<file path="src/hdl/kmmc_pkg.sv">
// Shared types and constants for the k-means clustering block.
// Used by every module of the block; has no dependencies of its own.
package kmmc_pkg;

  localparam int unsigned DIMS       = 3;
  localparam int unsigned COORD_BITS = 8;
  localparam int unsigned DIST_W     = 10;
  localparam int unsigned DIM_IW     = 2;
  localparam int unsigned IDX_W      = 12;

  localparam logic [12:0] NUM_POINTS_RST     = 13'd4096;
  localparam logic [4:0]  NUM_CLUSTERS_RST   = 5'd16;
  localparam logic [7:0]  MAX_ITERATIONS_RST = 8'd255;

  typedef logic [COORD_BITS-1:0] coord_t;
  typedef coord_t [DIMS-1:0] point_t;

  typedef enum logic [1:0] {
    FUNC_LOAD_POINT = 2'd0,
    FUNC_LOAD_SEED  = 2'd1,
    FUNC_RUN        = 2'd2,
    FUNC_READ       = 2'd3
  } func_e;

  typedef enum logic [1:0] {
    CFG_NUM_POINTS     = 2'd0,
    CFG_NUM_CLUSTERS   = 2'd1,
    CFG_MAX_ITERATIONS = 2'd2
  } cfg_idx_e;

  typedef struct packed {
    logic [3:0]       pad;
    coord_t           coord_c;
    coord_t           coord_b;
    coord_t           coord_a;
    logic [IDX_W-1:0] index;
  } item_t;

  typedef struct packed {
    logic [2:0] pad;
    logic       converged;
    logic [7:0] rounds;
    coord_t     mean_c;
    coord_t     mean_b;
    coord_t     mean_a;
    logic [3:0] cluster;
  } result_t;

endpackage

</file>
<file path="src/hdl/kmmc_merge.sv">
// Registered minimum tree over the lane distances, with every tree level registered.
// Depends on kmmc_pkg. On equal distances the lower lane index wins.
module kmmc_merge #(
  parameter int unsigned NUM = 16
) (
  input  logic                          clk_i,
  input  logic [kmmc_pkg::DIST_W:0]     dist_i [NUM],
  output logic [$clog2(NUM)-1:0]        idx_o
);

  localparam int unsigned LV = $clog2(NUM);
  localparam int unsigned P  = 1 << LV;

  logic [kmmc_pkg::DIST_W:0] node_d_q [P];
  logic [LV-1:0]             node_i_q [P];
  logic [kmmc_pkg::DIST_W:0] tree_d   [2*P];
  logic [LV-1:0]             tree_i   [2*P];

  always_comb begin
    tree_d[0] = '1;
    tree_i[0] = '0;
    for (int unsigned i = 1; i < 2 * P; i++) begin
      if (i >= P) begin
        tree_d[i] = (i - P < NUM) ? dist_i[i-P] : '1;
        tree_i[i] = LV'(i - P);
      end else begin
        tree_d[i] = node_d_q[i];
        tree_i[i] = node_i_q[i];
      end
    end
  end

  always_ff @(posedge clk_i) begin
    node_d_q[0] <= '1;
    node_i_q[0] <= '0;
    for (int unsigned i = 1; i < P; i++) begin
      if (tree_d[2*i+1] < tree_d[2*i]) begin
        node_d_q[i] <= tree_d[2*i+1];
        node_i_q[i] <= tree_i[2*i+1];
      end else begin
        node_d_q[i] <= tree_d[2*i];
        node_i_q[i] <= tree_i[2*i];
      end
    end
  end

  assign idx_o = node_i_q[1];

endmodule

</file>
<file path="config.mk">
export PLATFORM = sky130hd
export DESIGN_NAME = kmmc_merge
export DESIGN_NICKNAME = d
export VERILOG_FILES = /design/src/hdl/kmmc_pkg.sv /design/src/hdl/kmmc_merge.sv
export SDC_FILE = /design/constraint.sdc
export NUM_CORES = 1
export LEC_CHECK = 0
export BUFFER_PORTS_ARGS = -buffer_cell sky130_fd_sc_hd__buf_2
export CORE_ASPECT_RATIO = 0.7
export CORE_UTILIZATION = 50
export DETAILED_ROUTE_END_ITERATION = 8
export GPL_TIMING_DRIVEN = 0
export MAX_ROUTING_LAYER = met4
export PLACE_DENSITY = 0.71
export SETUP_SLACK_MARGIN = 0.1
export SLEW_MARGIN = 20
export SYNTH_ARGS = -nofsm -noshare
export SYNTH_HDL_FRONTEND = slang
export SYNTH_SLANG_ARGS = --single-unit
</file>
<file path="constraint.sdc">
create_clock -name clk_i -period 3.2 [get_ports clk_i]
set_input_delay 0.32 -clock clk_i [delete_from_list [all_inputs] [get_ports clk_i]]
set_output_delay 0.32 -clock clk_i [all_outputs]
set_load 0.005 [all_outputs]
</file>
Word-level counts from Yosys, hierarchy flattened --
Memories as Yosys holds them, arrays and structs flattened. Index checks and enable logic that the tools add are counted.
Cells by class: add/subtract/negate cells 0, eq/ne operators 0, shifts and indexed selects 0, order comparisons 15, multiply operators 0, divide/modulo/power cells 0, bitwise logic cells 30, reduce and logical (&&, ||, !) cells 0, multiplexer cells 75
Operators by type and width (count):
- $lt A11 B11 Y1 | 15
- $mux W11 | 15
- $mux W4 | 15
- $mux W1 | 45
- $or A1 B1 Y1 | 30
Storage, ports and cells: memories kept 2, input port bits 177, flip-flop bits (word level) 0, output and inout port bits 4, logic and storage cells 122, latch bits 0, bits in writable memories 240, bits in read-only memories 0
Memories:
- node_d_q | words 16, bits a word 11, rd ports 14, clocked after memory_dff 0, write ports 16, RTL line kmmc_merge.sv:14 | logic [kmmc_pkg::DIST_W:0] node_d_q [P];
- node_i_q | words 16, bits a word 4, rd ports 15, clocked after memory_dff 0, write ports 16, RTL line kmmc_merge.sv:15 | logic [LV-1:0] node_i_q [P];

Logic depth before layout (Yosys ltp) --
An unclocked memory read counts as a cell.
word-level depth 5, depth in mapped cells 8, depth with buffers taken out 7

Worst setup path before layout --
Ideal clock, no wire load.
kind input to register, start in dist_i[150] (netlist bit), end mem node_d_q[1][12] (netlist bit), setup slack 1.469 ns, setup time 0.121 ns, required time 3.079 ns, stages 8, arrival time 1.609 ns, path buffers 1, path through inv_1 ha_1 nand3_1 nor2_2 a211oi_2 o21ai_2 buf_6 mux2_4
RTL lines:
- from (decl) | RTL line kmmc_merge.sv:7 | input logic [kmmc_pkg::DIST_W:0] dist_i [NUM],
- to (decl) | RTL line kmmc_merge.sv:14

==> results.py <==
metrics = {
    "die": {
        "pin_count": 181,
        "rows": 42,
        "chipHeight_um": 120,
        "chipWidth_um": 171,
        "fp.dieArea_mm2": 0.0205,
        "core_area_mm2": 0.0192,
        "starting_density_pct": 51.8,
    },
    "clock_tree": {
        "cts_max_level": 4,
        "tritoncts_clock_tree": "done",
        "clkSlewWorstSetupHoldPaths_ns": 0.06,
        "number_of_buffers_inserted_during_clock_tree_synthesis": 17,
        "insertion_delay_ns": 0.42,
        "clock_tree.root_cell": "sky130_fd_sc_hd__clkbuf_16",
        "ctsLongestPathBuffers": 2,
        "ctsResizeCount": 0,
        "cts-hold-fix-buffers": 0,
        "number_of_sinks_driven_by_the_clock_tree": 180,
        "postCtsSetupRepairBufs": 0,
    },
    "synth": {
        "top_reg_cell_synth": "sky130_fd_sc_hd__dfxtp_1",
        "netlist-cell-type-count": 25,
        "synth_fp_nets": 1259,
        "synthesized_area_divided_by_synthesized_cell_count_um2": 10.7,
        "syn-instance-count": 932,
        "synth.ff_latch_count": 180,
        "ys.warnings.count": 0,
        "synth-seq-area-share_pct": 36.2,
        "synth_enable_flop_cells": 0,
        "synth-async-reset-ratio_pct": 0,
        "mappedNetlistArea_mm2": 0.00997,
    },
    "global_routing": {
        "grt_first_pass_wirelength_um": 30700,
        "globalRouteOverflowTotal": 0,
        "grt-busiest-layer": "met1",
        "global_route.usage.met3_pct": 4.25,
        "via_count_of_the_first_global_routing_pass": 6667,
        "antenna_found_initial": 0,
        "global_route.usage.met1_pct": 28.0,
        "grt_met2_use_pct": 27.9,
        "maximum_number_of_pins_on_one_net_before_global_route_repair": 17,
        "global_route.usage.total_pct": 19.7,
    },
    "detailed_routing": {
        "post_drt_via_cell_ratio": 4.69,
        "wirelength_um": 18300,
        "drt.antenna.violating_nets": 0,
        "detail_route.drc_violations": 0,
        "route.vias.total": 6597,
        "drt_first_iter_violations": 193,
        "wl_per_cell_um": 13.0,
        "drt_pass1_iterations": 4,
    },
    "finish": {
        "area_of_combinational_cells_with_multiple_inputs_mm2": 0.00556,
        "fin_util_pct": 61.2,
        "layout.filler_cells": 1667,
        "syn2layout_area_growth_pct": 18.2,
        "final-seq-area_mm2": 0.00360,
        "final_net_count": 1458,
        "final_layout_size_suffix_gt1_share_pct": 36.3,
        "finish.cell_count_without_fillers": 1407,
        "antenna-diode-count": 0,
        "layout_common_cells": "sky130_fd_sc_hd__buf_2 (180), sky130_fd_sc_hd__dfxtp_1 (180), sky130_fd_sc_hd__inv_1 (165)",
    },
    "worst_setup_path": {
        "critical_path.slowest_cell": "sky130_fd_sc_hd__dfxtp_1",
        "r2r-start": "node_d_q[0][72]",
        "reg2reg_setup_slack_ns": 1.18,
        "r2r_end": "node_d_q[0][40]",
        "worst-endpoint-arrival_ns": 2.33,
        "crit_chain": "inv_1 -> ha_1 -> nand2_1 -> o21ai_0 -> a21oi_1 -> o21ai_2 -> buf_6 -> mux2_4",
        "crit_cells": 8,
        "critical_path_class": "reg2reg",
        "cp-start-kind": "flop",
        "cp_peak_stage_delay_ns": 0.37,
        "cp.buffers_inverters": 2,
        "category_of_the_worst_setup_path_capture_point": "flop",
        "required_ns": 3.51,
        "timing.critical_path.fanout_max": 10,
        "worst_r2r_path_depth": 8,
        "timing.critical_path.max_delay_family": "compound AO/OA/AOI/OAI gates",
    },
    "pwr": {
        "worst_ir_drop_vdd_mv": 0.428,
        "total_power_uw": 7670,
        "power-per-cell-area_mw_per_mm2": 652,
        "p_leak_uw": 0.00620,
    },
    "sta": {
        "timing_hold_violations_final": 0,
        "setup_repair_after_global_routing_missed_its_margin": "no",
        "setup-tns-final_ns": 0,
        "finalSetupViolations": 0,
        "fmax_ghz": 0.494,
        "hold-worst-slack_ns": 0.124,
        "tightestPinTransition_ns": 0.306,
        "timing.final.crit_share_pct": 63.2,
        "finalMaxSlewViolations": 0,
        "final_min_period_ns": 2.02,
        "slew_headroom_pct": 79.6,
        "worst_clock_skew_ns": 0.00787,
    },
    "worst_hold_path": {
        "hold-path-endpoint": "node_d_q[1][8]",
        "min_delay_path_depth": 2,
        "hold_path_startpoint": "dist_i[173]",
        "holdCritPathClass": "in2reg",
    },
    "run": {
        "maximum_capacitance_violations": 0,
    },
    "status": {
        "outcome": "complete, no violations",
    },
    "place": {
        "detailedPlacementHpwl_um": 15100,
        "gp_routability_congestion": 0.807,
        "port_buffers": 180,
        "post-place-cells": 1376,
    },
}
## logic make-up (layout without fill, tap and decap cells)
kind of cell	count (synthesis)	after routing	share of synthesized area, %
compound gates	131	131	8.55
fa+ha+maj	150	150	18.8
simple gates	123	123	5.69
mux	165	165	22.7
buf+inv	183	394	8.06
flops	180	180	36.2
## per-layer routing
layer  share of wire, %  wire, µm
met2                 39      7090
met5                  0         0
met3                4.4       795
met4               0.97       177
met1                 56     10200
## synthesized netlist by cell type, types with 5 or more instances
library cell                 n  area [µm²]
sky130_fd_sc_hd__dfxtp_1   180        3600
sky130_fd_sc_hd__inv_1     165         619
sky130_fd_sc_hd__ha_1      150        1880
sky130_fd_sc_hd__mux2_4    108        1620
sky130_fd_sc_hd__a21oi_1    65         325
sky130_fd_sc_hd__nand2_1    55         206
sky130_fd_sc_hd__mux2_2     39         439
sky130_fd_sc_hd__nor2_1     25        93.8
sky130_fd_sc_hd__mux2_1     18         203
sky130_fd_sc_hd__o21ai_1    17        85.1
sky130_fd_sc_hd__o21ai_2    15         131
sky130_fd_sc_hd__a211oi_2   14         175
sky130_fd_sc_hd__buf_6      13         146
sky130_fd_sc_hd__nor2b_1    13        81.3
sky130_fd_sc_hd__nand3_1    12        60.1
sky130_fd_sc_hd__nand4_1    11        68.8
sky130_fd_sc_hd__o21ai_0     9        45.0
sky130_fd_sc_hd__a21oi_2     6        52.6
sky130_fd_sc_hd__buf_4       5        37.5
## flip-flops by register name (all words and copies together), names as in the netlist
register,flops
node_d_q,154
node_i_q,26
## power by group
group          total (µW)  switching [µW]  internal, µW
clock network        2040             809          1230
registers            3050             260          2790
logic                2580            1130          1450
## cell type report
cell class / instances / share of cell area, %
buffer: 18 / 1.56
clock buffer: 20 / 3.79
clock inverter: 11 / 1.15
inverter: 165 / 5.26
multi-input combinational: 569 / 47.2
sequential: 180 / 30.6
tap: 264 / 2.80
timing repair buffer: 180 / 7.65
## through the flow
step | instance area [µm²] | setup WS (ns)
2_1_floorplan | 9970 | 1.47
3_3_place_gp | 11200 | 1.21
3_5_place_dp | 11200 | 1.18
4_1_cts | 11800 | 1.19
5_1_grt | 11800 | 1.01
6_report | 11800 | 1.18
## worst max-delay path by stage
stage                       to  slack (ns)       startpoint
3_3_place_gp   node_d_q[1][13]        1.21      dist_i[150]
5_1_grt        node_d_q[0][40]        1.01  node_d_q[0][72]
2_1_floorplan  node_d_q[1][12]        1.47      dist_i[150]
4_1_cts        node_d_q[0][41]        1.19  node_d_q[0][72]
3_5_place_dp   node_d_q[1][16]        1.18      dist_i[150]
6_report       node_d_q[0][40]        1.18  node_d_q[0][72]
Power figures use the tool's default switching activity.
