## config.mk

```make
export PLATFORM = sky130hd
export DESIGN_NAME = kmmc_lane
export DESIGN_NICKNAME = d
export VERILOG_FILES = /design/src/hdl/kmmc_pkg.sv /design/src/hdl/kmmc_lane.sv
export SDC_FILE = /design/constraint.sdc
export NUM_CORES = 1
export LEC_CHECK = 0
export BUFFER_PORTS_ARGS = -buffer_cell sky130_fd_sc_hd__buf_4
export CORE_MARGIN = 2
export CORE_UTILIZATION = 62
export DETAILED_ROUTE_END_ITERATION = 7
export PLACE_DENSITY = 0.9
export REMOVE_ABC_BUFFERS = 1
export SLEW_MARGIN = 30
export SYNTH_ARGS = -nofsm -noshare
export SYNTH_HDL_FRONTEND = slang
export SYNTH_SLANG_ARGS = --single-unit
```

## constraint.sdc

```tcl
create_clock -name clk_i -period 8.1 [get_ports clk_i]
set_input_delay 1.62 -clock clk_i [delete_from_list [all_inputs] [get_ports clk_i]]
set_output_delay 1.62 -clock clk_i [all_outputs]
set_load 0.01 [all_outputs]
```

## src/hdl/kmmc_pkg.sv

```systemverilog
// Shared types and constants for the k-means clustering block.
// Used by every module of the block; has no dependencies of its own.
package kmmc_pkg;

  localparam int unsigned DIMS       = 3;
  localparam int unsigned COORD_BITS = 8;
  localparam int unsigned DIST_W     = 10;
  localparam int unsigned DIM_IW     = 2;
  localparam int unsigned IDX_W      = 12;

  localparam logic [12:0] NUM_POINTS_RST     = 13'd4096;
  localparam logic [4:0]  NUM_CLUSTERS_RST   = 5'd16;
  localparam logic [7:0]  MAX_ITERATIONS_RST = 8'd255;

  typedef logic [COORD_BITS-1:0] coord_t;
  typedef coord_t [DIMS-1:0] point_t;

  typedef enum logic [1:0] {
    FUNC_LOAD_POINT = 2'd0,
    FUNC_LOAD_SEED  = 2'd1,
    FUNC_RUN        = 2'd2,
    FUNC_READ       = 2'd3
  } func_e;

  typedef enum logic [1:0] {
    CFG_NUM_POINTS     = 2'd0,
    CFG_NUM_CLUSTERS   = 2'd1,
    CFG_MAX_ITERATIONS = 2'd2
  } cfg_idx_e;

  typedef struct packed {
    logic [3:0]       pad;
    coord_t           coord_c;
    coord_t           coord_b;
    coord_t           coord_a;
    logic [IDX_W-1:0] index;
  } item_t;

  typedef struct packed {
    logic [2:0] pad;
    logic       converged;
    logic [7:0] rounds;
    coord_t     mean_c;
    coord_t     mean_b;
    coord_t     mean_a;
    logic [3:0] cluster;
  } result_t;

endpackage

```

## src/hdl/kmmc_lane.sv

```systemverilog
// One distance lane: registered Manhattan distance from a point to one centroid.
// Depends on kmmc_pkg. A disabled lane reports the largest code so it never wins.
module kmmc_lane (
  input  logic                          clk_i,
  input  logic                          en_i,
  input  kmmc_pkg::point_t              point_i,
  input  kmmc_pkg::point_t              cent_i,
  output logic [kmmc_pkg::DIST_W:0]     dist_o
);

  logic [kmmc_pkg::DIST_W-1:0] sum;
  logic [kmmc_pkg::DIST_W:0]   dist_q;

  always_comb begin
    sum = '0;
    for (int d = 0; d < int'(kmmc_pkg::DIMS); d++) begin
      if (point_i[d] >= cent_i[d]) begin
        sum = sum + kmmc_pkg::DIST_W'(point_i[d] - cent_i[d]);
      end else begin
        sum = sum + kmmc_pkg::DIST_W'(cent_i[d] - point_i[d]);
      end
    end
  end

  always_ff @(posedge clk_i) begin
    dist_q <= en_i ? {1'b0, sum} : '1;
  end

  assign dist_o = dist_q;

endmodule

```

After elaboration in Yosys (flattened, before gate mapping)

Cells that the tools add are included.

Shift-type cells: 0
Eq/ne operators: 0
Mux-type cells: 4
$lt $le $gt $ge: 3
Bitwise gates (word level): 0
Reduce and logical (&&, ||, !) cells: 0
Multipliers: 0
Add/sub/neg operators: 10
Div/mod/pow operators: 0

Operator list:

| cell                      | number |
|---|---|
| subtractor 8 x 8 -> 9 bit | 6 |
| adder 10 bit              | 4 |
| two-way mux 10 bit        | 3 |
| >= comparator 8 bit       | 3 |
| two-way mux 11 bit        | 1 |

RAM bits: 0
Memories kept: 0
Logic and storage cells: 19
Memory bits (read-only): 0
Register bits after elaboration: 11
Input bits: 50
Bits in latches: 0

Depth between registers and ports, before layout

Depth in word-level cells: 7
Depth in mapped cells: 22
Mapped depth without buffers: 21

Worst setup path after synthesis

No wires, ideal clock.

Path kind: input -> register
From: input port point_i[1] in the netlist's numbering
To: register dist_q (netlist bit dist_o[9])
Path slack: 2,353 ps
Stages: 21
Arrival time: 5,687 ps
Cells stage by stage: inv_1 ha_1 nor2b_1 o21a_1 o21ai_1 a21oi_1 o31a_1 buf_2 mux2_1 fa_1 a21o_1 a21oi_1 o21bai_1 a21oi_1 o21ai_0 xor2_1 ha_1 a21o_1 a31oi_1 xnor3_1 nand2_1

Cells in the longest elaborated chain, start to end: 6
Elaborated cells on any way between the ends: 10
Classes of those cells: add/sub (6); order compare (1); mux (3)

RTL lines:

| what                                                    | RTL line                         | source |
|---|---|---|
| from (decl)                                             | kmmc_lane.sv:6                   | `input kmmc_pkg::point_t point_i,` |
| subtractor 8 x 8 -> 9 bit, or another cell as far along | kmmc_lane.sv:20                  | `sum = sum + kmmc_pkg::DIST_W'(cent_i[d] - point_i[d]);` |
| two-way mux 10 bit (*)                                  | kmmc_lane.sv:17                  | `if (point_i[d] >= cent_i[d]) begin` |
| adder 10 bit (on tied branches)                         | kmmc_lane.sv:20, kmmc_lane.sv:18 |  |
| two-way mux 10 bit (*)                                  | kmmc_lane.sv:17                  |  |
| adder 10 bit (on tied branches)                         | kmmc_lane.sv:20, kmmc_lane.sv:18 |  |
| two-way mux 10 bit (*)                                  | kmmc_lane.sv:17                  |  |
| to (signal assigned)                                    | kmmc_lane.sv:26                  | `dist_q <= en_i ? {1'b0, sum} : '1;` |
| to (decl)                                               | kmmc_lane.sv:12                  | `logic [kmmc_pkg::DIST_W:0] dist_q;` |

Every way passes the cells marked *; elsewhere a longest branch is shown, timed or not.
A chain may end at the register's enable or synchronous reset.

Worst setup path after layout

Ends and elaborated chain as after synthesis.

==> impl_metrics.py <==
metrics = {
    "layout": {
        "antenna_cells_inserted": 0,
        "fill_cells": 367,
        "area_growth_syn_to_layout_pct": 17.4,
        "final_cell_mix": "sky130_fd_sc_hd__inv_1, sky130_fd_sc_hd__ha_1, sky130_fd_sc_hd__buf_4, sky130_fd_sc_hd__a21oi_1",
        "fin_nets": 583,
        "largest_register_ff_count": 11,
        "commonest_non_fill_non_tap_cell_in_the_layout": "sky130_fd_sc_hd__inv_1",
        "post_route_cells_drive_above_1_share_pct": 16.4,
        "final_cell_count_without_fillers": 525,
    },
    "synth": {
        "most_frequently_used_flop_master_after_synthesis": "sky130_fd_sc_hd__dfxtp_1",
        "synth_cell_types": 49,
        "postSynth.asyncResetShare_pct": 0,
        "postSynthCellCount": 400,
        "ffs_latches_synth": 11,
        "synth-seq-area-share_pct": 7.09,
        "synthesis_warning_total": 0,
        "number_of_enable_flip_flop_cells_after_synthesis": 0,
        "syn_area_per_cell_um2": 7.76,
        "syn-cell-area_um2": 3100,
    },
    "floorplan": {
        "die_h_um": 74.8,
        "pin_count": 61,
        "initial_core_util_pct": 64.9,
        "die_width_um": 74.8,
        "core-area_um2": 4790,
        "die-area_um2": 5590,
        "row_count": 25,
    },
    "sta": {
        "fmax_mhz": 166,
        "fin_crit_sh_pct": 74.3,
        "finalSetupViolCount": 0,
        "setup-tns-final_ns": 0,
        "hold-worst-slack_ns": 1.62,
        "grt_setup_unrepaired": "no",
        "timing.final.max_slew_violations": 0,
        "report.final.hold_viol_count": 0,
        "slew_worst_pin_ns": 0.516,
        "slew-limit-headroom_pct": 65.6,
        "finalWorstPathRequiredPeriod_ns": 6.02,
    },
    "route": {
        "antenna_violating_nets_post_route": 0,
        "route.detailed.drc": 0,
        "routed_wirelength_um": 6990,
        "detailed_routing_iterations_pass_1": 5,
        "wl_per_cell_um": 13.3,
        "dr_total_vias": 2969,
        "vias_per_cell": 5.66,
        "dr.first_iter.drc_count": 199,
    },
    "clock_network": {
        "cts_inserted_buffers": 3,
        "clock_sinks": 11,
        "cts.repair_timing.setup_buffer_count": 0,
        "clock_tree.root_cell": "sky130_fd_sc_hd__clkbuf_8",
        "tritoncts": "done",
        "clk_path_buf_depth": 2,
        "cts.reportedPaths.clkPinSlew_ns": 0.05,
        "cts-hold-fix-buffers": 0,
        "total_of_cells_resized_after_clock_tree_synthesis": 0,
        "cts.htree.levels": 1,
    },
    "power_and_ir_drop": {
        "share_comb_of_total_power_pct": 82.9,
        "power.ir.vdd_worst_v": 0.000177,
        "p_leak_nw": 1.98,
        "internal_power_uw": 434,
        "power.switching_fraction_pct": 47.2,
        "netSwitchingPower_uw": 388,
        "clock_power_share_pct": 6.9,
        "power.share.sequential_pct": 10.1,
        "powerDensity_nw_per_um2": 226,
    },
    "placement": {
        "placed_cells": 521,
        "place_hpwl_um": 6020,
        "gpl_congestion": 0.877,
        "io_buffer_count": 60,
    },
    "worst_setup_path": {
        "cp_top_family": "compound AO/OA/AOI/OAI gates",
        "critPathMaxFanout": 7,
        "criticalPathCategory": "input pin to flop",
        "startpoint_type": "input pin",
        "cp_slowest_cell": "sky130_fd_sc_hd__fa_1",
        "cp.buffers_inverters": 2,
        "critPathMostFrequentCell": "sky130_fd_sc_hd__a21oi_1",
        "crit_chain": "buf_4, inv_1, ha_1, nor2b_1, o21a_1, o21ai_1, a21oi_1, o31a_1, mux2_1, fa_1, a21o_1, a21oi_1, o21bai_1, a21oi_1, o21ai_0, xor2_1, ha_1, a21o_1, a31oi_1, xnor3_1, nand2_1",
        "crit_path_max_incr_delay_ns": 0.47,
        "setup.worst_path.end_class": "flop",
        "cp_data_arrival_time_ns": 6.21,
        "critical_path_required_ns": 8.29,
    },
    "global_routing": {
        "grt-ovfl-total": 0,
        "grt_antenna_before_repair": 0,
        "track_usage_pct": 25.6,
        "grt_start_max_net_pins": 12,
        "grt_pass1_wl_um": 11500,
        "number_of_global_route_vias_before_repair": 2815,
    },
    "worst_hold_path": {
        "type_of_the_worst_min_delay_path": "input pin to flop",
    },
    "outcome": {
        "outcome": "finished, final reports clean",
    },
    "run": {
        "drv_cap": 0,
    },
}
[per-stage QoR]
stage / total power, mW / cell area [um^2] / util, % / worst slack (ns)
after global placement: 0.713 / 3600 / 75.2 / 2.06
after floorplan: 0.587 / 3060 / - / 2.37
after global routing: 0.903 / 3640 / 76.1 / 1.76
final: 0.823 / 3640 / 76.1 / 2.08
after CTS: 0.815 / 3640 / 76.1 / 2.08
after detailed placement: 0.750 / 3600 / 75.2 / 1.84
[cells by family (layout without fill, tap and decap cells)]
logic type | Yosys count | count (layout) | synth area share, %
multiplexers | 19 | 19 | 6.29
AND/OR/NAND/NOR | 76 | 76 | 12.8
adder cells (fa/ha/maj) | 74 | 74 | 31.8
XOR/XNOR | 28 | 28 | 8.34
AO/OA/AOI/OAI | 114 | 114 | 23.7
buffers and inverters | 78 | 136 | 10.0
flip-flops | 11 | 11 | 7.09
[path summary, 6_finish.rpt]
check,start,to,slack (ns),depth (start not counted)
setup / recovery,point_i[1],dist_o[9]$_SDFF_PN1_,2.08,21
hold / removal,en_i,dist_o[9]$_SDFF_PN1_,1.62,2
[power groups by stage]
stage	sequential, mW	combinational (mW)	clock [mW]
floorplan	0.0936	0.493	0
global placement	0.0838	0.629	0
CTS	0.0834	0.676	0.0556
detailed placement	0.0845	0.665	0
global route	0.0852	0.759	0.0590
finish	0.0832	0.682	0.0571
[cell type report]
type                            count  area (um^2)  area share, %
Clock buffer                        4         45.0           1.24
Multi-Input combinational cell    311         2570           70.6
Timing Repair Buffer               60          450           12.4
Inverter                           72          270           7.42
Sequential cell                    11          220           6.04
Tap cell                           67         83.8           2.30
[synth_stat cells, drive strengths merged, types with 3 or more instances]
| master | n | share of area, % |
|---|---|---|
| o21a | 8 | 1.9 |
| nor2b | 11 | 2.2 |
| o211ai | 4 | 1.1 |
| dfxtp | 11 | 7.1 |
| ha | 66 | 27 |
| nand3 | 3 | 0.48 |
| inv | 72 | 8.7 |
| or2 | 5 | 1.0 |
| mux2 | 4 | 1.5 |
| o21ai | 19 | 3.1 |
| a21boi | 4 | 1.1 |
| nand2b | 10 | 2.0 |
| mux2i | 15 | 4.8 |
| nor3 | 9 | 1.6 |
| nand4 | 6 | 1.2 |
| buf | 4 | 1.0 |
| a21oi | 39 | 6.4 |
| o21bai | 9 | 2.2 |
| xnor2 | 19 | 5.4 |
| xor2 | 8 | 2.3 |
| nor2 | 9 | 1.1 |
| fa | 8 | 5.2 |
| a21o | 17 | 4.2 |
| nand2 | 19 | 2.3 |
[layer usage]
| layer | GRT usage (%) | share of wire [%] | wire [um] |
|---|---|---|---|
| met1 | 30.8 | 43 | 3020 |
| met2 | 48.6 | 51 | 3580 |
| met3 | 2.68 | 4.4 | 309 |
| met4 | 6.15 | 1.1 | 78 |
| met5 | 0 | 0 | 0 |
No activity file was read; power rests on OpenSTA's default activity.
