**src/hdl/kmmc_pkg.sv**
```systemverilog
// Shared types and constants for the k-means clustering block.
// Used by every module of the block; has no dependencies of its own.
package kmmc_pkg;

  localparam int unsigned DIMS       = 3;
  localparam int unsigned COORD_BITS = 8;
  localparam int unsigned DIST_W     = 10;
  localparam int unsigned DIM_IW     = 2;
  localparam int unsigned IDX_W      = 12;

  localparam logic [12:0] NUM_POINTS_RST     = 13'd4096;
  localparam logic [4:0]  NUM_CLUSTERS_RST   = 5'd16;
  localparam logic [7:0]  MAX_ITERATIONS_RST = 8'd255;

  typedef logic [COORD_BITS-1:0] coord_t;
  typedef coord_t [DIMS-1:0] point_t;

  typedef enum logic [1:0] {
    FUNC_LOAD_POINT = 2'd0,
    FUNC_LOAD_SEED  = 2'd1,
    FUNC_RUN        = 2'd2,
    FUNC_READ       = 2'd3
  } func_e;

  typedef enum logic [1:0] {
    CFG_NUM_POINTS     = 2'd0,
    CFG_NUM_CLUSTERS   = 2'd1,
    CFG_MAX_ITERATIONS = 2'd2
  } cfg_idx_e;

  typedef struct packed {
    logic [3:0]       pad;
    coord_t           coord_c;
    coord_t           coord_b;
    coord_t           coord_a;
    logic [IDX_W-1:0] index;
  } item_t;

  typedef struct packed {
    logic [2:0] pad;
    logic       converged;
    logic [7:0] rounds;
    coord_t     mean_c;
    coord_t     mean_b;
    coord_t     mean_a;
    logic [3:0] cluster;
  } result_t;

endpackage

```
**src/hdl/kmmc_div.sv**
```systemverilog
// Bit-serial divider for centroid means, one quotient bit per cycle.
// Depends on kmmc_pkg. The quotient is known to fit in one coordinate.
module kmmc_div #(
  parameter int unsigned CNT_W = 13
) (
  input  logic                                   clk_i,
  input  logic                                   rst_ni,
  input  logic                                   start_i,
  input  logic [kmmc_pkg::COORD_BITS+CNT_W-1:0]  dividend_i,
  input  logic [CNT_W-1:0]                       divisor_i,
  output logic                                   done_o,
  output kmmc_pkg::coord_t                       quot_o
);

  localparam int unsigned SUM_W = kmmc_pkg::COORD_BITS + CNT_W;
  localparam int unsigned STEP_W = $clog2(kmmc_pkg::COORD_BITS);
  localparam logic [STEP_W-1:0] LAST = STEP_W'(kmmc_pkg::COORD_BITS - 1);

  logic              busy_q;
  logic              done_q;
  logic [STEP_W-1:0] step_q;
  logic [SUM_W-1:0]  rem_q;
  logic [SUM_W-1:0]  dsh_q;
  kmmc_pkg::coord_t  quot_q;

  always_ff @(posedge clk_i or negedge rst_ni) begin
    if (!rst_ni) begin
      busy_q <= 1'b0;
      done_q <= 1'b0;
      step_q <= '0;
    end else begin
      done_q <= 1'b0;
      if (start_i) begin
        busy_q <= 1'b1;
        step_q <= '0;
      end else if (busy_q) begin
        step_q <= step_q + 1'b1;
        if (step_q == LAST) begin
          busy_q <= 1'b0;
          done_q <= 1'b1;
        end
      end
    end
  end

  always_ff @(posedge clk_i) begin
    if (start_i) begin
      rem_q  <= dividend_i;
      dsh_q  <= SUM_W'(divisor_i) << (kmmc_pkg::COORD_BITS - 1);
      quot_q <= '0;
    end else if (busy_q) begin
      if (rem_q >= dsh_q) begin
        rem_q  <= rem_q - dsh_q;
        quot_q <= {quot_q[kmmc_pkg::COORD_BITS-2:0], 1'b1};
      end else begin
        quot_q <= {quot_q[kmmc_pkg::COORD_BITS-2:0], 1'b0};
      end
      dsh_q <= dsh_q >> 1;
    end
  end

  assign done_o = done_q;
  assign quot_o = quot_q;

endmodule

```
**config.mk**
```make
export PLATFORM = sky130hd
export DESIGN_NAME = kmmc_div
export DESIGN_NICKNAME = d
export VERILOG_FILES = /design/src/hdl/kmmc_pkg.sv /design/src/hdl/kmmc_div.sv
export SDC_FILE = /design/constraint.sdc
export NUM_CORES = 1
export LEC_CHECK = 0
export BUFFER_PORTS_ARGS = -buffer_cell sky130_fd_sc_hd__buf_2
export CAP_MARGIN = 20
export CORE_ASPECT_RATIO = 1.75
export CORE_MARGIN = 2
export CORE_UTILIZATION = 57
export DETAILED_ROUTE_END_ITERATION = 8
export PLACE_DENSITY_LB_ADDON = 0.05
export SLEW_MARGIN = 20
export SYNTH_ARGS = -nofsm -noshare
export SYNTH_HDL_FRONTEND = slang
export SYNTH_SLANG_ARGS = --single-unit
```
**constraint.sdc**
```tcl
create_clock -name clk_i -period 6.1 [get_ports clk_i]
set_clock_uncertainty 0.2 [all_clocks]
set_input_delay 0.305 -clock clk_i [delete_from_list [all_inputs] [get_ports clk_i]]
set_output_delay 0.305 -clock clk_i [all_outputs]
set_load 0.03 [all_outputs]
```
# Word-level counts from Yosys, hierarchy flattened
# Index checks and enable logic that the tools add are counted.
# totals
latch_bits	0
output_inout_bits	9
rom_bits	0
elab_cells	28
mem_bits_rw	0
mem_count	0
input_bits	37
register_bits	54
# op_classes
multipliers	0
add_sub_neg	2
bitwise_logic	0
mux	14
div	0
n_reduce_logical	3
n_eq_ne	1
shifts	0
magnitude_cmp	1
# op_table
cell	count
$mux W21	3
$mux W20	2
$ge A21 B20 Y1	1
$sub A21 B20 Y21	1
$mux W1	7
$mux W3	2
$reduce_bool A2 Y1	2
$add A3 B1 Y3 const B	1
$eq A3 B3 Y1 const B	1
$reduce_and A2 Y1	1

# Depth between registers and ports, before layout
# Gate-level depths: netlist of the first run.
# logic_depth
word_depth	4
mapped_depth	9
depth_no_buf	9

# Worst setup path before layout of the first run
# OpenSTA, ideal clock, no wires.
# synth_timing
path_kind	flip-flop to flip-flop
startpoint	register rem_q[10]
endpoint	register rem_q[0] (enable)
arrival_time_ns	3.146
synth_period_minus_slack_ns	3.778
stages_incl_launch_ff	9
t_required_ns	5.468
path_buffers	1
setup_time_ns	0.432
path_slack_ns	2.322
path_cell_list	edfxtp_1 -> ha_1 -> clkbuf_2 -> nand3_1 -> nor3_1 -> o31ai_2 -> nand3_1 -> nor2_1 -> o31ai_1
# synth_via
elab_chain_cells	3
# synth_rtl
item	line_no	text
start, declared	kmmc_div.sv:22	logic [SUM_W-1:0] rem_q;
start signal, assigned	kmmc_div.sv:48	rem_q <= dividend_i;
start signal, assigned	kmmc_div.sv:53	rem_q <= rem_q - dsh_q;
$ge A21 B20 Y1	kmmc_div.sv:52	if (rem_q >= dsh_q) begin
$reduce_bool A2 Y1 (no line)	-	
$reduce_and A2 Y1 (no line)	-	
# Every way passes these cells.
# A chain may end at the register's enable or synchronous reset.

# Final worst setup path of the first run
# layout_timing
startpoint	register busy_q
endpoint	register rem_q[3] (enable)
# layout_via
elab_chain_cells	2
# layout_rtl
item	line_no	text
start, declared	kmmc_div.sv:19	logic busy_q;
start signal, assigned	kmmc_div.sv:28	busy_q <= 1'b0;
start signal, assigned	kmmc_div.sv:34	busy_q <= 1'b1;
start signal, assigned	kmmc_div.sv:39	busy_q <= 1'b0;
$reduce_bool A2 Y1 (no line)	-	
$reduce_and A2 Y1 (no line)	-	
# Every way passes these cells.

==> results of run 1 <==
metrics by stage:
step	util (%)	hold WS, ns
2_1_floorplan	-	-0.1906
3_3_place_gp	63.13	-0.07785
3_5_place_dp	63.13	-0.07544
4_1_cts	64.97	0.04673
5_1_grt	65.23	0.05337
6_report	65.23	0.04444
Yosys cell counts (2+ instances only):
library cell,instances
nor3_1,3
inv_1,25
xor2_1,2
o21bai_1,2
nor2b_1,5
clkbuf_1,12
o21a_1,6
a21oi_1,16
nand2b_1,4
nand4_1,5
mux2i_1,18
o22ai_1,2
o31ai_1,15
dfrtp_1,5
a21o_1,6
xnor2_1,9
a211oi_1,7
nand3_1,7
or3_1,4
and3_1,5
a31oi_1,4
ha_1,22
nor2_1,33
nor3b_1,2
dfxtp_1,15
o221ai_1,2
a31o_1,2
edfxtp_1,34
o21ai_0,23
buf_2,3
o21ai_1,2
and2_1,4
nand2_1,41
report_power, final:
| group | switching [W] | total (W) | internal, W | leakage, nW |
|---|---|---|---|---|
| logic | 0.000540 | 0.000910 | 0.000370 | 1.11 |
| registers | 0.0000352 | 0.000545 | 0.000510 | 0.550 |
| clock network | 0.000129 | 0.000223 | 0.0000941 | 0.0521 |
| total | 0.000704 | 0.00168 | 0.000973 | 1.71 |
area by class of cell:
cell class	count	area share, %
multi-input cells	269	47.62
flip-flops and latches	54	38.01
clock buffers	6	2.170
well taps	78	2.565
repair buffers	48	6.774
inverters	25	2.466
clock inverters	2	0.3946
logic make-up after synthesis:
kind of cell / Yosys count
AOI/OAI and AO/OA: 101
xor gates and xnor gates: 11
adders and majority gates: 23
buffers and inverters: 42
DFF: 54
muxes: 18
and+or+nand+nor: 116
repair_timing:
| item | in CTS | in global routing |
|---|---|---|
| hold endpoints to repair | 5 | 0 |
| hold buffers | 1 | 0 |
| resized for setup | 0 | 0 |
flip-flops by register name, indices dropped and copies added (netlist names):
name and cells:
quot_o 8, step_q 3, dsh_q 20, rem_q 21, busy_q 1, done_o 1
how the worst max path moves through the flow:
stage	end	slack, ns	depth (start not counted)	startpoint
floorplan	rem_q[0]$_DFFE_PP_	2.32	8	rem_q[10]$_DFFE_PP_
global placement	rem_q[0]$_DFFE_PP_	2.84	2	busy_q$_DFF_PN0_
detailed placement	rem_q[7]$_DFFE_PP_	2.80	2	busy_q$_DFF_PN0_
CTS	rem_q[9]$_DFFE_PP_	2.79	2	busy_q$_DFF_PN0_
global route	rem_q[3]$_DFFE_PP_	2.85	9	dsh_q[8]$_DFFE_PP_
finish	rem_q[3]$_DFFE_PP_	3.03	3	busy_q$_DFF_PN0_
routing by layer:
| metal | part of all wire (%) | routed length [µm] | vias to the layer above |
|---|---|---|---|
| met1 | 41 | 3150 | 1304 |
| met2 | 52 | 3957 | 79 |
| met3 | 3.8 | 287 | 16 |
| li1 | - | - | 1405 |
| met5 | 0 | 0 | - |
| met4 | 3.0 | 232 | 0 |
critical path: cells and delay by family (launching register included):
family	cells	cell delay (ns)
DFF	1	1.02
buffers and inverters	2	0.81
AOI/OAI and AO/OA	1	0.73
==> results.py, run 1 <==
metrics = {
    "logic_synthesis": {
        "async_reset_ff_share_pct": 9.259,
        "netlist_instances": 365,
        "synth_top_area_share_pct": 29.97,
        "synth_area_per_cell_um2": 9.334,
        "netlist-cell-type-count": 53,
        "simple_logic_cell_fraction_of_the_synthesized_area_pct": 15.68,
        "yosysWarningCount": 0,
        "synthDominantAreaCellType": "edfxtp_1",
        "synth_flop_cell": "edfxtp_1",
        "synth_mux_area_share_pct": 5.288,
        "synth_top_family_by_area": "compound AO/OA/AOI/OAI gates",
        "synthTopCellsByArea": "edfxtp_1, dfxtp_1, ha_1",
        "post_synth_fa_ha_maj_area_fraction_pct": 8.667,
        "syn_area_um2": 3407,
        "synthXorXnorAreaFrac_pct": 2.828,
        "net_count_after_synthesis": 425,
        "edff_count_synth": 34,
        "postSynthRegisterBits": 54,
        "synth_sequential_area_ratio_pct": 42.45,
        "synth_compound_area_share_pct": 20.31,
    },
    "global_routing": {
        "antenna_found_initial": 0,
        "grt_pass1_wl_mm": 12.83,
        "grt_start_max_net_pins": 87,
        "global_route_layer_with_the_greatest_usage": "met2",
        "grtUsageMet2_pct": 44.16,
        "met3_usage_pct": 4.127,
        "globalRouteMet1Util_pct": 27.58,
        "grt_pass1_vias": 2861,
        "grt.total_usage_pct": 24.50,
        "grt_overflow": 0,
    },
    "floorplan": {
        "rows": 37,
        "die_footprint_um2": 6636,
        "chipWidth_um": 62.44,
        "design.portCount": 46,
        "coreArea_um2": 5833,
        "die_height_um": 106.3,
        "initial_utilization_pct": 58.41,
    },
    "timing": {
        "min_period_over_period_pct": 50.32,
        "tightest_slew_ns": 1.012,
        "setup_ws_ns": 3.030,
        "grt_setup_unrepaired": "false",
        "final.setup.tns_ns": 0,
        "timing.final.max_slew_violations": 0,
        "final.min_clock_period_ns": 3.070,
        "max_freq_mhz": 325.8,
        "report.final.setup_viol": 0,
        "finalHoldViolations": 0,
        "slew_headroom_pct": 32.50,
    },
    "run": {
        "max_cap_violations": 0,
    },
    "routing": {
        "drt-total-wl_mm": 7.627,
        "first_pass_iters": 4,
        "route.detailed.drc": 0,
        "detail_route.wl_per_cell_um": 15.82,
        "initialDrtViolationCount": 136,
        "routed-via-count": 2804,
        "detail-route-antenna-nets": 0,
        "vias_per_cell": 5.817,
    },
    "finish": {
        "final_nets": 463,
        "multi_input_area_um2": 1812,
        "layout.cells.non_filler": 482,
        "share_of_cells_above_drive_strength_1_pct": 15.35,
        "area_growth_syn_to_layout_pct": 11.68,
        "fill_cells": 523,
        "layout.cells.most_common_list": "buf_2, nand2_1, edfxtp_1",
        "finish.instance_area_um2": 3805,
        "leading_cell_type_in_the_layout_fill_and_taps_excluded": "buf_2",
        "ff_latch_area_um2": 1446,
        "antenna_cells": 0,
    },
    "pwr": {
        "total_power_w": 0.001677,
        "power.static_leakage_nw": 1.711,
        "power_density_over_the_cells_nw_per_um2": 440.9,
        "vdd_drop_max_uv": 238.5,
    },
    "critical_path": {
        "worst_r2r_path_depth": 3,
        "critical_path_class": "flop to flop",
        "critical_path.cell_chain": "inv_1, o31ai_4, buf_8",
        "rr_startpoint": "busy_q$_DFF_PN0_",
        "worst-r2r-setup-slack_ns": 3.03,
        "critical_path_peak_fanout": 20,
        "regToRegEndpoint": "rem_q[3]$_DFFE_PP_",
        "crit_slowest_cell": "dfrtp_1",
        "timing.critical_path.required_ns": 5.94,
        "cpPeakStageDelay_ns": 1.02,
        "start_kind": "flop",
        "cp.arrival_ns": 2.91,
        "worst_setup_path_end_kind": "flop",
    },
    "placed_design": {
        "dpl.hpwl_mm": 5.477,
        "placement.cell_area_um2": 3682,
        "gp_congestion": 0.8624,
        "placed_cells_incl_taps": 472,
        "dpl_worst_slack_ns": 2.801,
        "port_buffers": 45,
    },
    "min_path": {
        "worstHoldPathType": "input pin to flop",
        "hold_endpoint": "dsh_q[18]$_DFFE_PP_",
        "hp-start": "divisor_i[11]",
        "holdPathStages": 3,
    },
    "cts": {
        "cts_post_setup_buffers_inserted": 0,
        "cts.sinks": 54,
        "tritoncts": "yes",
        "clk_latency_ns": 0.33,
        "root_buffer": "clkbuf_8",
        "clockBufferDepth": 2,
        "cts_inserted_buffers": 5,
        "post_cts_clock_slew_at_the_launch_and_capture_registers_of_the_worst_setup_and_hold_paths_ns": 0.10,
        "htree_levels": 2,
    },
    "status": {
        "outcome": "complete, no violations",
    },
}
No activity file was read; power rests on OpenSTA's default activity.
==> inputs of run 2 (changes only) <==
--- a/config.mk
+++ b/config.mk
@@ -9,7 +9,7 @@
 export CAP_MARGIN = 20
 export CORE_ASPECT_RATIO = 1.75
 export CORE_MARGIN = 2
-export CORE_UTILIZATION = 57
+export CORE_UTILIZATION = 52
 export DETAILED_ROUTE_END_ITERATION = 8
 export PLACE_DENSITY_LB_ADDON = 0.05
 export SLEW_MARGIN = 20
==> constraint.sdc (replaced) <==
create_clock -name clk_i -period 2.8 [get_ports clk_i]
set_clock_uncertainty 0.2 [all_clocks]
set_input_delay 0.14 -clock clk_i [delete_from_list [all_inputs] [get_ports clk_i]]
set_output_delay 0.14 -clock clk_i [all_outputs]
set_load 0.03 [all_outputs]
==> run 2 against run 1 <==
Effect of this change: sequential share of layout area down 4.6 points; combinational power up 140%; die area up 9.1%; core utilization up 1.9 points.
==> results.py, run 2 (same netlist as run 1, synthesis figures left out) <==
metrics = {
    "placed_design": {
        "dpl.hpwl_mm": 5.995,
        "dpl_worst_slack_ns": 0.09846,
        "gp_congestion": 0.9096,
        "port_buffers": 45,
    },
    "pwr": {
        "cell_internal_pwr_w": 0.002432,
        "p_clk_share_pct": 17.2,
        "power.static_leakage_nw": 1.938,
        "power_switching_share_pct": 39.47,
        "power_density_over_the_cells_nw_per_um2": 929.7,
        "vdd_drop_max_uv": 551.1,
        "power_frac_seq_pct": 29.5,
        "pwr-share-comb_pct": 53.3,
        "power.switching_w": 0.001586,
    },
    "critical_path": {
        "critical_path_class": "flop to flop",
        "crit_slowest_cell": "ha_2",
        "critical_path.cell_chain": "inv_1, ha_2, nand4_1, nor3_2, o31ai_2, nand3_1, nor2_1, o31ai_4, buf_6",
        "timing.critical_path.required_ns": 2.61,
        "timing.critical_path.buf_inv": 2,
        "start_kind": "flop",
        "worst_setup_path_end_kind": "flop",
        "critical_path_peak_fanout": 10,
        "cpPeakStageDelay_ns": 0.39,
        "cp.arrival_ns": 2.45,
        "cp_top_delay_family": "simple AND/OR/NAND/NOR gates",
    },
    "floorplan": {
        "die_footprint_um2": 7241,
        "chipWidth_um": 65.19,
        "die_height_um": 111.1,
        "design.portCount": 46,
        "coreArea_um2": 6441,
        "rows": 39,
        "initial_utilization_pct": 52.89,
    },
    "global_routing": {
        "grt.total_usage_pct": 24.08,
        "antenna_found_initial": 0,
        "grt_pass1_wl_mm": 13.55,
        "grt_overflow": 0,
        "grt_start_max_net_pins": 87,
        "grt_pass1_vias": 2971,
    },
    "routing": {
        "detail_route.wl_per_cell_um": 15.55,
        "initialDrtViolationCount": 165,
        "detail-route-antenna-nets": 0,
        "drt-total-wl_mm": 8.255,
        "routed-via-count": 2978,
        "first_pass_iters": 4,
        "vias_per_cell": 5.608,
        "route.detailed.drc": 0,
    },
    "timing": {
        "slew_headroom_pct": 56.00,
        "final.min_clock_period_ns": 2.638,
        "max_freq_mhz": 379.1,
        "report.final.setup_viol": 0,
        "tightest_slew_ns": 0.6584,
        "setup_ws_ns": 0.1621,
        "final.setup.tns_ns": 0,
        "min_period_over_period_pct": 94.21,
        "timing.final.max_slew_violations": 0,
        "finalHoldViolations": 0,
        "grt_setup_unrepaired": "false",
    },
    "cts": {
        "cts.sinks": 54,
        "tritoncts": "yes",
        "cts_inserted_buffers": 5,
        "cts_post_setup_buffers_inserted": 0,
        "post_cts_clock_slew_at_the_launch_and_capture_registers_of_the_worst_setup_and_hold_paths_ns": 0.07,
        "htree_levels": 2,
        "clk_latency_ns": 0.30,
        "clockBufferDepth": 2,
        "root_buffer": "clkbuf_16",
    },
    "finish": {
        "share_of_cells_above_drive_strength_1_pct": 17.59,
        "largest_reg_flops": 21,
        "leading_cell_type_in_the_layout_fill_and_taps_excluded": "buf_2",
        "layout.cells.most_common_list": "buf_2, nand2_1, edfxtp_1",
        "final_nets": 508,
        "antenna_cells": 0,
        "fin_util_pct": 67.11,
        "most_flops_register": "rem_q",
        "area_growth_syn_to_layout_pct": 26.88,
    },
    "run": {
        "max_cap_violations": 0,
    },
    "status": {
        "outcome": "complete, no violations",
    },
    "min_path": {
        "worstHoldPathType": "input pin to flop",
    },
}
## run 2: final cells by class
| class | instances | area (µm²) |
|---|---|---|
| Clock inverter | 2 | 17.52 |
| Sequential cell | 54 | 1446 |
| Multi-Input combinational cell | 269 | 1824 |
| Tap cell | 82 | 102.6 |
| Timing Repair Buffer | 93 | 688.2 |
| Fill cell | 570 | 2118 |
| Clock buffer | 6 | 150.1 |
| Inverter | 25 | 93.84 |
## run 2: stage by stage
| step | hold WS [ns] | area (µm²) | power [W] | std cells |
|---|---|---|---|---|
| floorplan | -0.3556 | 3421 | 0.002706 | 365 |
| global placement | -0.2404 | 3805 | 0.003234 | 490 |
| detailed placement | -0.2377 | 3805 | 0.003257 | 490 |
| CTS | 0.02716 | 4303 | 0.003991 | 531 |
| global route | 0.03707 | 4323 | 0.004287 | 531 |
| finish | 0.02677 | 4323 | 0.004019 | 531 |
## run 2: worst reg2reg max path: stages, from the launching register on
cell and delay [ns]:
edfxtp_1 0.36, inv_1 0.05, ha_2 0.39, nand4_1 0.20, nor3_2 0.23, o31ai_2 0.14, nand3_1 0.16, nor2_1 0.10
o31ai_4 0.31, buf_6 0.21
## run 2: per-layer routing
| metal | share of wire, % | vias up | GRT usage, % |
|---|---|---|---|
| li1 | - | 1497 | - |
| met1 | 41 | 1398 | 26.89 |
| met2 | 54 | 68 | 44.01 |
| met3 | 3.0 | 15 | 3.249 |
| met4 | 2.5 | 0 | 10.28 |
| met5 | 0 | - | 0 |
## run 2: worst paths after layout
path                                        startpoint                      to  slack [ns]  cells past startpoint
worst max-delay path                dsh_q[8]$_DFFE_PP_     rem_q[11]$_DFFE_PP_        0.16                      9
worst min-delay path                    dividend_i[19]     rem_q[19]$_DFFE_PP_        0.03                      3
worst max register to register      dsh_q[8]$_DFFE_PP_     rem_q[11]$_DFFE_PP_        0.16                      9
worst min register to register  quot_o[7]$_SDFFE_PP0P_  quot_o[7]$_SDFFE_PP0P_        0.29                      2
max in group asynchronous                       rst_ni        busy_q$_DFF_PN0_        1.65                      3
min in group asynchronous                       rst_ni   step_q[0]$_DFFE_PN0P_        0.55                      3
## run 2: what timing repair did
action                                  4_1_cts  5_1_grt
resized for setup                             0        6
endpoints found under the setup margin        0       19
hold buffers                                 33        0
endpoints found under the hold margin        36        0
## run 2: power by group through the flow
stage / clock (W) / sequential [W] / combinational [W]
after detailed placement: 0 / 0.00120 / 0.00205
after CTS: 0.000700 / 0.00119 / 0.00211
after global placement: 0 / 0.00119 / 0.00204
final: 0.000690 / 0.00119 / 0.00214
after global routing: 0.000719 / 0.00121 / 0.00236
after floorplan: 0 / 0.00121 / 0.00150
==> inputs of run 3 (changes only) <==
--- a/config.mk
+++ b/config.mk
@@ -7,7 +7,6 @@
 export LEC_CHECK = 0
 export BUFFER_PORTS_ARGS = -buffer_cell sky130_fd_sc_hd__buf_2
 export CAP_MARGIN = 20
-export CORE_ASPECT_RATIO = 1.75
 export CORE_MARGIN = 2
 export CORE_UTILIZATION = 52
 export DETAILED_ROUTE_END_ITERATION = 8
==> run 3 against run 2 <==
Effect of this change: global-route usage decreased by 1.4 points; clock power decreased by 31%; sequential cell count unchanged; non-clock buffer count decreased by 1; setup slack got worse by 0.024 ns; cell area decreased by 1.8%; fmax decreased by 0.90%; core utilization decreased by 0.24 points; final cell count decreased by 1.1%; hold slack got worse by 0.0090 ns; power decreased by 6.2%; largest power group unchanged; wire length decreased by 2.8%.
==> results.py, run 3 (same netlist as run 1, synthesis figures left out) <==
metrics = {
    "status": {
        "outcome": "complete, no violations",
    },
    "placed_design": {
        "port_buffers": 45,
        "dpl_worst_slack_ns": 0.09388,
        "gp_congestion": 0.8451,
        "placed_cells_incl_taps": 479,
        "dpl.hpwl_mm": 5.698,
    },
    "timing": {
        "final.min_clock_period_ns": 2.662,
        "setup_ws_ns": 0.1382,
        "report.final.setup_viol": 0,
        "max_freq_mhz": 375.7,
        "final.setup.tns_ns": 0,
        "whs_ns": 0.01774,
        "tightest_slew_ns": 0.6678,
        "grt_setup_unrepaired": "false",
        "timing.final.max_slew_violations": 0,
        "slew_headroom_pct": 55.37,
        "finalHoldViolations": 0,
        "min_period_over_period_pct": 95.07,
    },
    "global_routing": {
        "antenna_found_initial": 0,
        "grt_pass1_wl_mm": 13.22,
        "grt_pass1_vias": 2879,
        "grt_start_max_net_pins": 52,
        "grt_overflow": 0,
        "grt.total_usage_pct": 22.68,
    },
    "critical_path": {
        "start_kind": "flop",
        "worst_setup_path_end_kind": "flop",
        "worst-r2r-setup-slack_ns": 0.14,
        "critical-path-top-cell-by-count": "o31ai_4",
        "cpPeakStageDelay_ns": 0.38,
        "critical_path_class": "flop to flop",
        "critical_path_peak_fanout": 8,
        "critical_path.cell_chain": "inv_1, ha_2, nand4_1, nor3_2, o31ai_4, nand3_2, nor2_1, o31ai_4, buf_4",
        "timing.critical_path.required_ns": 2.64,
        "cp.arrival_ns": 2.50,
        "crit_slowest_cell": "edfxtp_1",
    },
    "floorplan": {
        "design.portCount": 46,
        "die_footprint_um2": 7216,
        "rows": 29,
        "chipWidth_um": 84.95,
        "die_height_um": 84.95,
        "coreArea_um2": 6350,
        "initial_utilization_pct": 53.66,
    },
    "finish": {
        "largest_reg_flops": 21,
        "antenna_cells": 0,
        "final_nets": 507,
        "most_flops_register": "rem_q",
        "share_of_cells_above_drive_strength_1_pct": 17.41,
        "layout.cells.most_common_list": "buf_2, nand2_1, edfxtp_1, dlygate4sd3_1, nor2_1",
        "fin_util_pct": 66.88,
        "area_growth_syn_to_layout_pct": 24.64,
        "leading_cell_type_in_the_layout_fill_and_taps_excluded": "buf_2",
        "layout.cells.non_filler": 525,
    },
    "cts": {
        "tritoncts": "yes",
        "root_buffer": "clkbuf_8",
        "post_cts_clock_slew_at_the_launch_and_capture_registers_of_the_worst_setup_and_hold_paths_ns": 0.11,
        "htree_levels": 2,
        "clockBufferDepth": 2,
        "clk_latency_ns": 0.31,
        "cts.sinks": 54,
        "cts_inserted_buffers": 5,
    },
    "routing": {
        "initialDrtViolationCount": 140,
        "drt-total-wl_mm": 8.020,
        "first_pass_iters": 4,
        "vias_per_cell": 5.623,
        "routed-via-count": 2952,
        "route.detailed.drc": 0,
        "detail-route-antenna-nets": 0,
        "detail_route.wl_per_cell_um": 15.28,
    },
    "pwr": {
        "vdd_drop_max_uv": 502.5,
        "power_density_over_the_cells_nw_per_um2": 887.7,
        "power.static_leakage_nw": 1.900,
    },
    "min_path": {
        "worstHoldPathType": "input pin to flop",
    },
    "run": {
        "max_cap_violations": 0,
    },
}
[run 3: worst max-delay path: cells and delay by family, from the launching register on]
family	cells	cell delay, ns
AND/OR/NAND/NOR	4	0.72
AO/OA/AOI/OAI	2	0.45
flip-flops	1	0.38
adder cells (fa/ha/maj)	1	0.38
buffers and inverters	2	0.26
[run 3: through the flow]
step	instance area (µm²)	total power, W
2_1_floorplan	3421	0.002706
5_1_grt	4247	0.004050
6_report	4247	0.003770
4_1_cts	4179	0.003693
3_3_place_gp	3741	0.003153
3_5_place_dp	3741	0.003168
[run 3: power breakdown]
part / switching (W) / internal (W)
combinational: 0.00120 / 0.000903
sequential: 0.0000797 / 0.00111
clock: 0.000289 / 0.000186
[run 3: area by class of cell]
cell class / count / area (µm²)
fillers: 526 / 2103
multi-input cells: 269 / 1838
flip-flops and latches: 54 / 1446
repair buffers: 92 / 674.4
well taps: 77 / 96.34
inverters: 25 / 93.84
clock buffers: 5 / 68.82
clock inverters: 3 / 28.78
[run 3: worst paths after layout]
kind / from / cells after the start / endpoint
setup / recovery: dsh_q[8]$_DFFE_PP_ / 9 / rem_q[6]$_DFFE_PP_
hold / removal: dividend_i[15] / 3 / rem_q[15]$_DFFE_PP_
setup reg to reg: dsh_q[8]$_DFFE_PP_ / 9 / rem_q[6]$_DFFE_PP_
hold reg to reg: dsh_q[0]$_SDFFE_PP0P_ / 2 / dsh_q[0]$_SDFFE_PP0P_
max in group asynchronous: rst_ni / 3 / done_o$_DFF_PN0_
min in group asynchronous: rst_ni / 3 / step_q[0]$_DFFE_PN0P_
[run 3: timing repair]
item,CTS,global route
endpoints found under the hold margin,37,0
gates resized for setup,0,12
setup endpoints to repair,0,21
setup buffers,0,2
hold buffers,34,0
[run 3: per-layer routing]
layer	track usage, %	wire (µm)
met5	0	0
met1	29.41	3657
met4	5.195	91
met3	3.016	303
met2	40.27	3966
